**config.mk**
```make
export PLATFORM = sky130hd
export DESIGN_NAME = console_line_editor_top
export DESIGN_NICKNAME = d
export VERILOG_FILES = /design/src/hw/rtl/cle_pkg.sv /design/src/hw/rtl/cle_classify.sv /design/src/hw/rtl/console_line_editor_top.sv
export SDC_FILE = /design/constraint.sdc
export NUM_CORES = 1
export LEC_CHECK = 0
export BUFFER_PORTS_ARGS = -buffer_cell sky130_fd_sc_hd__buf_2
export CORE_MARGIN = 5
export CORE_UTILIZATION = 62
export DETAILED_ROUTE_END_ITERATION = 6
export PLACE_DENSITY = 0.79
export RECOVER_POWER = 50
export SLEW_MARGIN = 0
export SYNTH_ARGS = -nofsm -noshare
export SYNTH_HDL_FRONTEND = slang
export SYNTH_SLANG_ARGS = --single-unit
```
**constraint.sdc**
```tcl
create_clock -name i_clk -period 9.8 [get_ports i_clk]
set_input_delay 0.98 -clock i_clk [delete_from_list [all_inputs] [get_ports i_clk]]
set_output_delay 0.98 -clock i_clk [all_outputs]
set_load 0.005 [all_outputs]
```
**src/hw/rtl/cle_pkg.sv**
```systemverilog
// Shared types, codes and byte tests for the console line editor.
// No dependencies; used by cle_classify and console_line_editor_top.
package cle_pkg;

    // Default line store depth.
    localparam int LINE_LENGTH_DEF = 40;

    // Echo action codes.
    localparam logic [2:0] ACT_ECHO    = 3'd0;
    localparam logic [2:0] ACT_ERASE   = 3'd1;
    localparam logic [2:0] ACT_BELL    = 3'd2;
    localparam logic [2:0] ACT_NEWLINE = 3'd3;
    localparam logic [2:0] ACT_END     = 3'd4;

    // Control bytes.
    localparam logic [7:0] BYTE_EOT    = 8'd4;
    localparam logic [7:0] BYTE_BS     = 8'd8;
    localparam logic [7:0] BYTE_DEL    = 8'd127;
    localparam logic [7:0] BYTE_KILL   = 8'd21;
    localparam logic [7:0] BYTE_WERASE = 8'd23;

    // Whitespace range and printable range.
    localparam logic [7:0] BYTE_TAB    = 8'd9;
    localparam logic [7:0] BYTE_CR     = 8'd13;
    localparam logic [7:0] BYTE_SPACE  = 8'd32;
    localparam logic [7:0] BYTE_TILDE  = 8'd126;

    typedef struct packed {
        logic is_eot;
        logic is_erase;
        logic is_kill;
        logic is_werase;
        logic is_storable;
    } t_byte_class;

    function automatic logic f_is_blank(input logic [7:0] b);
        return (b == BYTE_SPACE) || ((b >= BYTE_TAB) && (b <= BYTE_CR));
    endfunction

    function automatic logic f_is_storable(input logic [7:0] b);
        return ((b >= BYTE_SPACE) && (b <= BYTE_TILDE)) || ((b >= BYTE_TAB) && (b <= BYTE_CR));
    endfunction

endpackage

```
**src/hw/rtl/cle_classify.sv**
```systemverilog
// Sorts a received byte into the editing classes of the line editor.
// Depends on cle_pkg.
module cle_classify (
    input  logic [7:0]               i_byte,
    output cle_pkg::t_byte_class     o_class
);

    always_comb begin
        o_class             = '0;
        o_class.is_storable = cle_pkg::f_is_storable(i_byte);
        unique case (i_byte) inside
            cle_pkg::BYTE_EOT:                    o_class.is_eot    = 1'b1;
            cle_pkg::BYTE_BS, cle_pkg::BYTE_DEL:  o_class.is_erase  = 1'b1;
            cle_pkg::BYTE_KILL:                   o_class.is_kill   = 1'b1;
            cle_pkg::BYTE_WERASE:                 o_class.is_werase = 1'b1;
            default: ;
        endcase
    end

endmodule

```
**src/hw/rtl/console_line_editor_top.sv**
```systemverilog
// Console line editor: line store, cursor and echo action sequencer.
// Depends on cle_pkg and cle_classify.
//
//  channel   dir  tdata fields (low bit up)              tuser  tlast
//  s (byte)  in   in_byte [7:0]                           -      -
//  m (echo)  out  action [2:0], out_char [10:3], pad 0    -      last
//
//  Steps: a byte is taken in S_IDLE and decided in S_DECIDE, which sends
//  any echo word. Storing into a full line sends the newline word from
//  S_DECIDE, then the echo word from S_ECHO. Line kill and word erase go
//  from S_DECIDE to S_RUN, which sends one erase word per erased character;
//  the line store is read ahead, at the two entries just below the cursor,
//  so each erase step needs no wait.
//  Reset clears the cursor, the session-end flag and the sequencer; the line
//  store is not cleared (only entries below the cursor are ever used).
//  Stalls: the echo word sits in an output register; while it is not taken
//  the sequencer holds its step, so the input stalls once a taken byte needs
//  a word; kill or word erase on an empty line and dropped bytes need none.
module console_line_editor_top #(
    parameter int LINE_LENGTH = cle_pkg::LINE_LENGTH_DEF
) (
    input  logic        i_clk,
    input  logic        i_rst_n,
    // received byte: [7:0] in_byte
    input  logic        s_axis_tvalid,
    output logic        s_axis_tready,
    input  logic [7:0]  s_axis_tdata,
    // echo word: [2:0] action, [10:3] out_char, [15:11] zero
    output logic        m_axis_tvalid,
    input  logic        m_axis_tready,
    output logic [15:0] m_axis_tdata,
    output logic        m_axis_tlast
);

    // Cursor runs 0..LINE_LENGTH; store index runs 0..LINE_LENGTH-1.
    localparam int CW = $clog2(LINE_LENGTH + 1);
    localparam int IW = $clog2(LINE_LENGTH);
    localparam logic [CW-1:0] LINE_LEN_C = CW'(LINE_LENGTH);

    typedef enum logic [3:0] {
        S_IDLE   = 4'b0001,
        S_DECIDE = 4'b0010,
        S_ECHO   = 4'b0100,
        S_RUN    = 4'b1000
    } t_state;

    t_state r_state, n_state;
    logic [CW-1:0] r_cursor, n_cursor;
    logic r_finished, n_finished;
    logic r_run_word, n_run_word;       // run is a word erase, else a line kill
    logic r_blank_phase, n_blank_phase; // word erase still eating trailing blanks
    logic [7:0] r_byte;

    // Line store with two registered read ports.
    logic [7:0] r_line_store [LINE_LENGTH];
    logic [7:0] r_rd1;      // entry at cursor - 1
    logic [7:0] r_rd2;      // entry at cursor - 2
    logic [IW-1:0] rd_addr1, rd_addr2, wr_addr;
    logic wr_en;

    // Output register.
    logic r_out_valid;
    logic [2:0] r_out_action;
    logic [7:0] r_out_char;
    logic r_out_last;

    logic out_free;
    logic emit, em_last;
    logic [2:0] em_action;
    logic [7:0] em_char;

    cle_pkg::t_byte_class cls;

    cle_classify u_classify (
        .i_byte  (r_byte),
        .o_class (cls)
    );

    assign s_axis_tready = (r_state == S_IDLE);
    assign out_free      = !r_out_valid || m_axis_tready;

    always_comb begin
        n_state       = r_state;
        n_cursor      = r_cursor;
        n_finished    = r_finished;
        n_run_word    = r_run_word;
        n_blank_phase = r_blank_phase;
        emit          = 1'b0;
        em_action     = cle_pkg::ACT_BELL;
        em_char       = 8'd0;
        em_last       = 1'b1;
        wr_en         = 1'b0;
        wr_addr       = '0;
        unique case (r_state)
            S_IDLE: begin
                if (s_axis_tvalid) n_state = S_DECIDE;
            end
            S_DECIDE: begin
                if (r_finished) begin
                    // drop every byte after session end
                    n_state = S_IDLE;
                end else if (cls.is_eot && (r_cursor == '0)) begin
                    if (out_free) begin
                        emit       = 1'b1;
                        em_action  = cle_pkg::ACT_END;
                        n_finished = 1'b1;
                        n_state    = S_IDLE;
                    end
                end else if (cls.is_erase) begin
                    if (out_free) begin
                        emit    = 1'b1;
                        n_state = S_IDLE;
                        if (r_cursor != '0) begin
                            em_action = cle_pkg::ACT_ERASE;
                            n_cursor  = r_cursor - CW'(1);
                        end
                    end
                end else if (cls.is_kill || cls.is_werase) begin
                    // empty line: nothing to erase, no word
                    if (r_cursor == '0) begin
                        n_state = S_IDLE;
                    end else begin
                        n_run_word    = cls.is_werase;
                        n_blank_phase = 1'b1;
                        n_state       = S_RUN;
                    end
                end else if (!cls.is_storable) begin
                    if (out_free) begin
                        emit    = 1'b1;
                        n_state = S_IDLE;
                    end
                end else if (r_cursor >= LINE_LEN_C) begin
                    // full line: wrap first, store in the next step
                    if (out_free) begin
                        emit      = 1'b1;
                        em_action = cle_pkg::ACT_NEWLINE;
                        em_last   = 1'b0;
                        n_cursor  = '0;
                        n_state   = S_ECHO;
                    end
                end else if (out_free) begin
                    wr_en     = 1'b1;
                    wr_addr   = r_cursor[IW-1:0];
                    n_cursor  = r_cursor + CW'(1);
                    emit      = 1'b1;
                    em_action = cle_pkg::ACT_ECHO;
                    em_char   = r_byte;
                    n_state   = S_IDLE;
                end
            end
            S_ECHO: begin
                if (out_free) begin
                    wr_en     = 1'b1;
                    wr_addr   = '0;
                    n_cursor  = CW'(1);
                    emit      = 1'b1;
                    em_action = cle_pkg::ACT_ECHO;
                    em_char   = r_byte;
                    n_state   = S_IDLE;
                end
            end
            S_RUN: begin
                if (out_free) begin
                    emit      = 1'b1;
                    em_action = cle_pkg::ACT_ERASE;
                    n_cursor  = r_cursor - CW'(1);
                    if (!r_run_word) begin
                        em_last = (r_cursor == CW'(1));
                    end else if (r_blank_phase && cle_pkg::f_is_blank(r_rd1)) begin
                        em_last = (r_cursor == CW'(1));
                    end else begin
                        // inside the word: stop where the next char is blank
                        n_blank_phase = 1'b0;
                        em_last = (r_cursor == CW'(1)) || cle_pkg::f_is_blank(r_rd2);
                    end
                    if (em_last) n_state = S_IDLE;
                end
            end
            default: n_state = S_IDLE;
        endcase
    end

    // Read ahead at the next cursor, registered, so r_rd1/r_rd2 track r_cursor.
    always_comb begin
        rd_addr1 = (n_cursor != '0) ? IW'(n_cursor - CW'(1)) : '0;
        rd_addr2 = (n_cursor >= CW'(2)) ? IW'(n_cursor - CW'(2)) : '0;
    end

    always_ff @(posedge i_clk) begin
        if (wr_en) r_line_store[wr_addr] <= r_byte;
        // forward a same-cycle write to the read ports
        r_rd1 <= (wr_en && (wr_addr == rd_addr1)) ? r_byte : r_line_store[rd_addr1];
        r_rd2 <= (wr_en && (wr_addr == rd_addr2)) ? r_byte : r_line_store[rd_addr2];
    end

    always_ff @(posedge i_clk) begin
        if (!i_rst_n) begin
            r_state       <= S_IDLE;
            r_cursor      <= '0;
            r_finished    <= 1'b0;
            r_run_word    <= 1'b0;
            r_blank_phase <= 1'b0;
            r_out_valid   <= 1'b0;
        end else begin
            r_state       <= n_state;
            r_cursor      <= n_cursor;
            r_finished    <= n_finished;
            r_run_word    <= n_run_word;
            r_blank_phase <= n_blank_phase;
            if (emit)               r_out_valid <= 1'b1;
            else if (m_axis_tready) r_out_valid <= 1'b0;
        end
    end

    always_ff @(posedge i_clk) begin
        if (s_axis_tvalid && s_axis_tready) r_byte <= s_axis_tdata;
        if (emit) begin
            r_out_action <= em_action;
            r_out_char   <= em_char;
            r_out_last   <= em_last;
        end
    end

    assign m_axis_tvalid = r_out_valid;
    assign m_axis_tdata  = {5'd0, r_out_char, r_out_action};
    assign m_axis_tlast  = r_out_last;

    // Cursor never runs past the line length.
    a_cursor_range: assert property (@(posedge i_clk) disable iff (!i_rst_n)
        r_cursor <= LINE_LEN_C)
        else $error("cursor beyond line length");

    // An erase run always has a character left to erase.
    a_run_nonempty: assert property (@(posedge i_clk) disable iff (!i_rst_n)
        (r_state == S_RUN) |-> (r_cursor != '0))
        else $error("erase run on empty line");

    // After session end and a drained output, no further echo words.
    a_silent_after_end: assert property (@(posedge i_clk) disable iff (!i_rst_n)
        (r_finished && !m_axis_tvalid) |=> !m_axis_tvalid)
        else $error("echo word after session end");

    // Store writes stay inside the line.
    a_write_in_line: assert property (@(posedge i_clk) disable iff (!i_rst_n)
        wr_en |-> (CW'(wr_addr) < LINE_LEN_C))
        else $error("line store write out of range");

endmodule

```
=== Word level (Yosys, flattened, before mapping) ===
Memory sizes are Yosys's and may differ from the RTL's. A register that Yosys moved wholly into a read port is not among the register bits.
Cells that the tools add are included.

* Add/sub/neg operators: 4
* Magnitude comparators: 10
* Eq/ne operators: 23
* Muxes and demuxes: 102
* Bitwise gates (word level): 4
* Reduce and logical (&&, ||, !) cells: 24

{| class="wikitable"
|+ Operators with widths
! kind !! count
|-
| 2-to-1 mux 6 bit || 22
|-
| 2-to-1 mux 8 bit || 7
|-
| 2-to-1 mux 4 bit || 12
|-
| 2-to-1 mux 1 bit || 42
|-
| greater-or-equal comparator 8 x 4 -> 1 bit (second input constant) || 3
|-
| <= comparator 8 x 4 -> 1 bit (second input constant) || 3
|-
| 2-to-1 mux 3 bit || 7
|-
| inequality test 2 bit (second input constant) || 10
|-
| case mux 6 bit (3 select lines) || 1
|-
| == test 8 x 5 -> 1 bit (second input constant) || 2
|-
| == test 8 x 6 -> 1 bit (second input constant) || 2
|-
| case mux 4 bit (4 select lines) || 1
|-
| case mux 8 bit (2 select lines) || 1
|-
| nonzero test 6 bit || 2
|-
| subtractor 6 x 1 -> 6 bit (second input constant) || 2
|-
| case mux 3 bit (3 select lines) || 1
|-
| AND reduction 9 bit || 1
|-
| == test 8 x 3 -> 1 bit (second input constant) || 1
|-
| == test 8 x 4 -> 1 bit (second input constant) || 1
|-
| == test 8 x 7 -> 1 bit (second input constant) || 1
|-
| greater-or-equal comparator 8 x 6 -> 1 bit (second input constant) || 1
|-
| <= comparator 8 x 7 -> 1 bit (second input constant) || 1
|-
| 2-to-1 mux 2 bit || 4
|-
| inequality test 8 bit (second input constant) || 1
|-
| other kinds (19) || 38
|}

* Flip-flop bits (word level): 34
* Memory bits (writable): 320
* Bits of input ports: 12
* Output and inout port bits: 19
* Word-level logic and storage cells: 178
* Memories kept: 1

{| class="wikitable"
|+ Memory list
! name !! depth !! width !! read ports !! clocked after memory_dff !! write ports !! line !! RTL
|-
| r_line_store || 40 || 8 || 2 || 2 || 1 || console_line_editor_top.sv:55 || <nowiki>logic [7:0] r_line_store [LINE_LENGTH];</nowiki>
|}

=== Depth between registers and ports, before layout ===
* Word-level depth: 12
* Gate-level depth with buffers: 15
* Depth with buffers taken out: 13

=== Hierarchy ===
From an unflattened synthesis, not the netlist that was laid out.

* Cell total of the unflattened synthesis: 1217
* Area, all modules: 17727.0 um2

{| class="wikitable"
|+ Modules (own cells, without submodules)
! module !! times used !! cells an instance !! area each (um2) !! sequential area each (um2)
|-
| console_line_editor_top || 1 || 1201 || 17630.7 || 10730.3
|-
| cle_classify || 1 || 16 || 96.3 || 0.0
|}

=== Worst setup path after synthesis ===
Ideal clock, no wire load.

* Path type: register -> register
* From: register r_cursor[1]
* To: register (tool-made name)
* Library setup time: 0.121 ns
* Arrival time: 3.829 ns
* Required time: 9.679 ns
* Setup slack: 5.850 ns
* Cell stages (with the launch flop): 16
* Path buffers: 2
* Period minus slack after synthesis: 3.950 ns
* Cell sequence: dfxtp_1 -> clkbuf_1 -> inv_1 -> ha_1 -> nor2b_1 -> and2_0 -> clkbuf_1 -> a31oi_1 -> a21oi_1 -> a311o_1 -> a31oi_1 -> ha_1 -> inv_1 -> or3_1 -> a21oi_1 -> mux2_2

{| class="wikitable"
|+ RTL lines
! element !! line !! RTL
|-
| from (decl) || console_line_editor_top.sv:48 || <nowiki>logic [CW-1:0] r_cursor, n_cursor;</nowiki>
|-
| from (signal assigned) || console_line_editor_top.sv:206 || <nowiki>r_cursor <= n_cursor;</nowiki>
|}

==> results.tsv <==
stage	metric	value	unit
timing	setup_tns	0	ns
critical_path	worstPathCellList	clkbuf_1 > nand4_1 > o21ai_0 > a21oi_1 > a311o_1 > a31oi_1 > ha_1 > inv_1 > or3_1 > a21oi_1 > mux2_2	
drt	detail-route-antenna-nets	0	
drt	drt-pass1-iter-count	7	
layout	nets	1181	
die	die_x	178	um
layout	fillers	1903	
layout	antenna_cells	0	
placement	place_inst	1496	
critical_path	crit_slowest_cell	clkbuf_1	
timing	setup_violations	0	
drt	first_iter_violations	1480	
synth	netlist_area	17600	um^2
critical_path	path_buf_inv	2	
die	initial_utilization	63.0	%
timing	slew-limit-headroom	-48.4	%
global_route	grt_pass1_wl	66300	um
drt	drc	1	
run_status	status	finished with violations	
timing	finClkSkew	0.0209	ns
pwr	p_per_area	186	nW/um^2
synth	synthDistinctLibCells	72	
global_route	grt_use_total	28.1	%
drt	wl_per_cell	28.3	um
critical_path	cp_slowest_stage_delay	1.58	ns
drt	via_count	11000	
synth	synth_area_per_cell	15.3	um^2
clock_network	cts_tree	built	
critical_path	cp_common_cell	a21oi_1	
global_route	grt_max_degree	57	
placement	routabilityCongestion	0.910	
timing	slew_violations	248	
global_route	overflow	0	
synth	yosysTopAreaCellShare	58.0	%
run_status	violations	design-rule violations, max-capacitance violations, max-slew violations	
clock_network	cts_setup_buffers	0	
synth	ys_ff_latch	366	
timing	clock.fmax	177	MHz
layout	final_cell_mix	edfxtp_1, mux4_2, nor2_1	
critical_path	crit_fanout	43	
synth	synth_edf_count	340	
layout	fin_cells	1560	
clock_network	cts_hold_buf	0	
timing	fin_ws	4.16	ns
clock_network	cts_resized	0	
layout	fin_area	19000	um^2
die	dieArea	31900	um^2
clock_network	root_buffer	clkbuf_16	
critical_path	worstSetupEndpointType	flip-flop	
clock_network	insertion_delay	0.53	ns
pwr	leakage	5.82	nW
drt	viasPerCell	7.07	
synth	synthArstFlopShare	0	%
timing	fin_crit	5.64	ns
synth	synth_flop_cell	edfxtp_1	
clock_network	clock-sinks	366	
layout	layout_commonest_cell	edfxtp_1	
placement	io_buffers	25	
placement	place_area	17900	um^2
global_route	antenna_found_initial	0	
run	maxCapViolations	6	
clock_network	htree_levels	2	
synth	ys_seq_area_share	61.0	%
synth	yosys.area.top_type	edfxtp_1	
timing	finalHoldViolCount	0	
placement	dp_slack	4.73	ns
clock_network	cts_buffer_depth	3	
die	core_area	27900	um^2
die	fp.dieH	178	um
critical_path	path_delay_family	compound AO/OA/AOI/OAI gates	
critical_path	crit_arrival	6.06	ns
layout	syn2layout_area_growth	7.82	%
synth	syn_inst	1149	
hold_path	min_path_type	reg2reg	
critical_path	crit_type	reg2reg	
clock_network	path_clk_slew	0.06	ns
clock_network	cts_inserted_buffers	37	
timing	worstMarginPinSlew	2.23	ns
critical_path	start_kind	flip-flop	
die	rows	61	
drt	routed_wl	44100	um
synth	synthTopCellsByArea	edfxtp_1, mux4_2, dfxtp_1, mux2i_1, nor2_1	
layout	layout-drive-gt1-share	18.4	%
synth	yosysWarnings	0	
die	io-pin-count	31	
timing	period_share	57.6	%
global_route	first_global_vias	10800	
timing	rsz0062_at_grt	no	
pwr	vdd.ir_drop.worst	0.182	mV
placement	dp.final_hpwl	28000	um
critical_path	crit_required	10.22	ns
## sequential cells by signal, indices dropped and copies added (netlist names), named ones only
| register | flops |
|---|---|
| r_cursor | 6 |
| r_run_word | 1 |
| m_axis_tlast | 1 |
| r_finished | 1 |
| r_out_action | 3 |
| r_line_store | 320 |
| m_axis_tvalid | 1 |
| r_state | 4 |
| r_blank_phase | 1 |
| r_byte | 8 |
| r_out_char | 8 |
## metrics by stage
stage | total power [W] | util (%) | hold WS [ns]
finish | 0.00354 | 67.9 | 0.485
global route | 0.00364 | 67.9 | 0.514
CTS | 0.00354 | 68.1 | 0.478
detailed placement | 0.00220 | 64.0 | 0.470
global placement | 0.00220 | 64.0 | 0.461
floorplan | 0.00209 | - | 0.437
## worst min-delay path: stages, from the launching register on
cell,delay [ns]
dfxtp_1,0.32
nand2_1,0.06
a21oi_1,0.06
## per-layer routing
layer	global-route usage (%)	routed length, um
met2	44.5	21000
met3	6.13	4890
met5	0	0
met1	40.1	16800
met4	8.60	1420
## report_power, final
part / internal [W] / switching, W
registers: 0.00176 / 0.0000422
logic: 0.000147 / 0.000236
clock network: 0.000776 / 0.000579
## layout make-up
type | instances | area (um^2) | share of cell area (%)
sequential | 366 | 10700 | 56.6
multi-input combinational | 696 | 6370 | 33.5
clock buffer | 45 | 956 | 5.04
tap | 378 | 473 | 2.49
timing repair buffer | 41 | 200 | 1.05
clock inverter | 19 | 181 | 0.956
inverter | 15 | 56.3 | 0.297
## final timing paths
path                               from                         end  slack (ns)  cells after the start
max                 r_byte[6]$_DFFE_PP_                   flip-flop        4.16                     11
min          r_blank_phase$_SDFFE_PN0P_  r_blank_phase$_SDFFE_PN0P_        0.49                      2
max reg2reg         r_byte[6]$_DFFE_PP_                   flip-flop        4.16                     11
min reg2reg  r_blank_phase$_SDFFE_PN0P_  r_blank_phase$_SDFFE_PN0P_        0.49                      2
## Yosys cell counts, types with 4 or more instances
| cell | instances |
|---|---|
| and2_1 | 17 |
| and3_1 | 5 |
| mux2_2 | 10 |
| edfxtp_1 | 340 |
| xnor2_1 | 5 |
| mux4_2 | 123 |
| nor2b_1 | 16 |
| a311oi_1 | 4 |
| a21oi_1 | 44 |
| a221o_1 | 6 |
| nor2_1 | 116 |
| o22ai_1 | 7 |
| nand2b_1 | 9 |
| nand3b_1 | 7 |
| a211oi_1 | 19 |
| mux2i_1 | 51 |
| or3_1 | 8 |
| dfxtp_1 | 26 |
| o211ai_1 | 5 |
| nand2_1 | 40 |
| buf_1 | 4 |
| a22oi_1 | 13 |
| nand4_1 | 7 |
| buf_2 | 19 |
| buf_6 | 12 |
| nand3_1 | 26 |
| nor4_1 | 4 |
| a21o_1 | 7 |
| inv_1 | 14 |
| a31oi_1 | 9 |
| buf_4 | 13 |
| ha_1 | 12 |
| o21ai_0 | 22 |
| nor3_1 | 39 |
| clkbuf_1 | 27 |
## cell families (layout without fill, tap and decap cells)
kind of cell	after synthesis	count (layout)	share of synthesized area, %
AOI/OAI and AO/OA	173	173	6.73
xor gates and xnor gates	8	8	0.398
adders and majority gates	12	12	0.853
buffers and inverters	91	120	2.96
DFF	366	366	61.0
muxes	184	184	19.3
other	1	5	0.0213
and+or+nand+nor	314	314	8.80
Note: power is estimated with default switching activity, not from simulation.
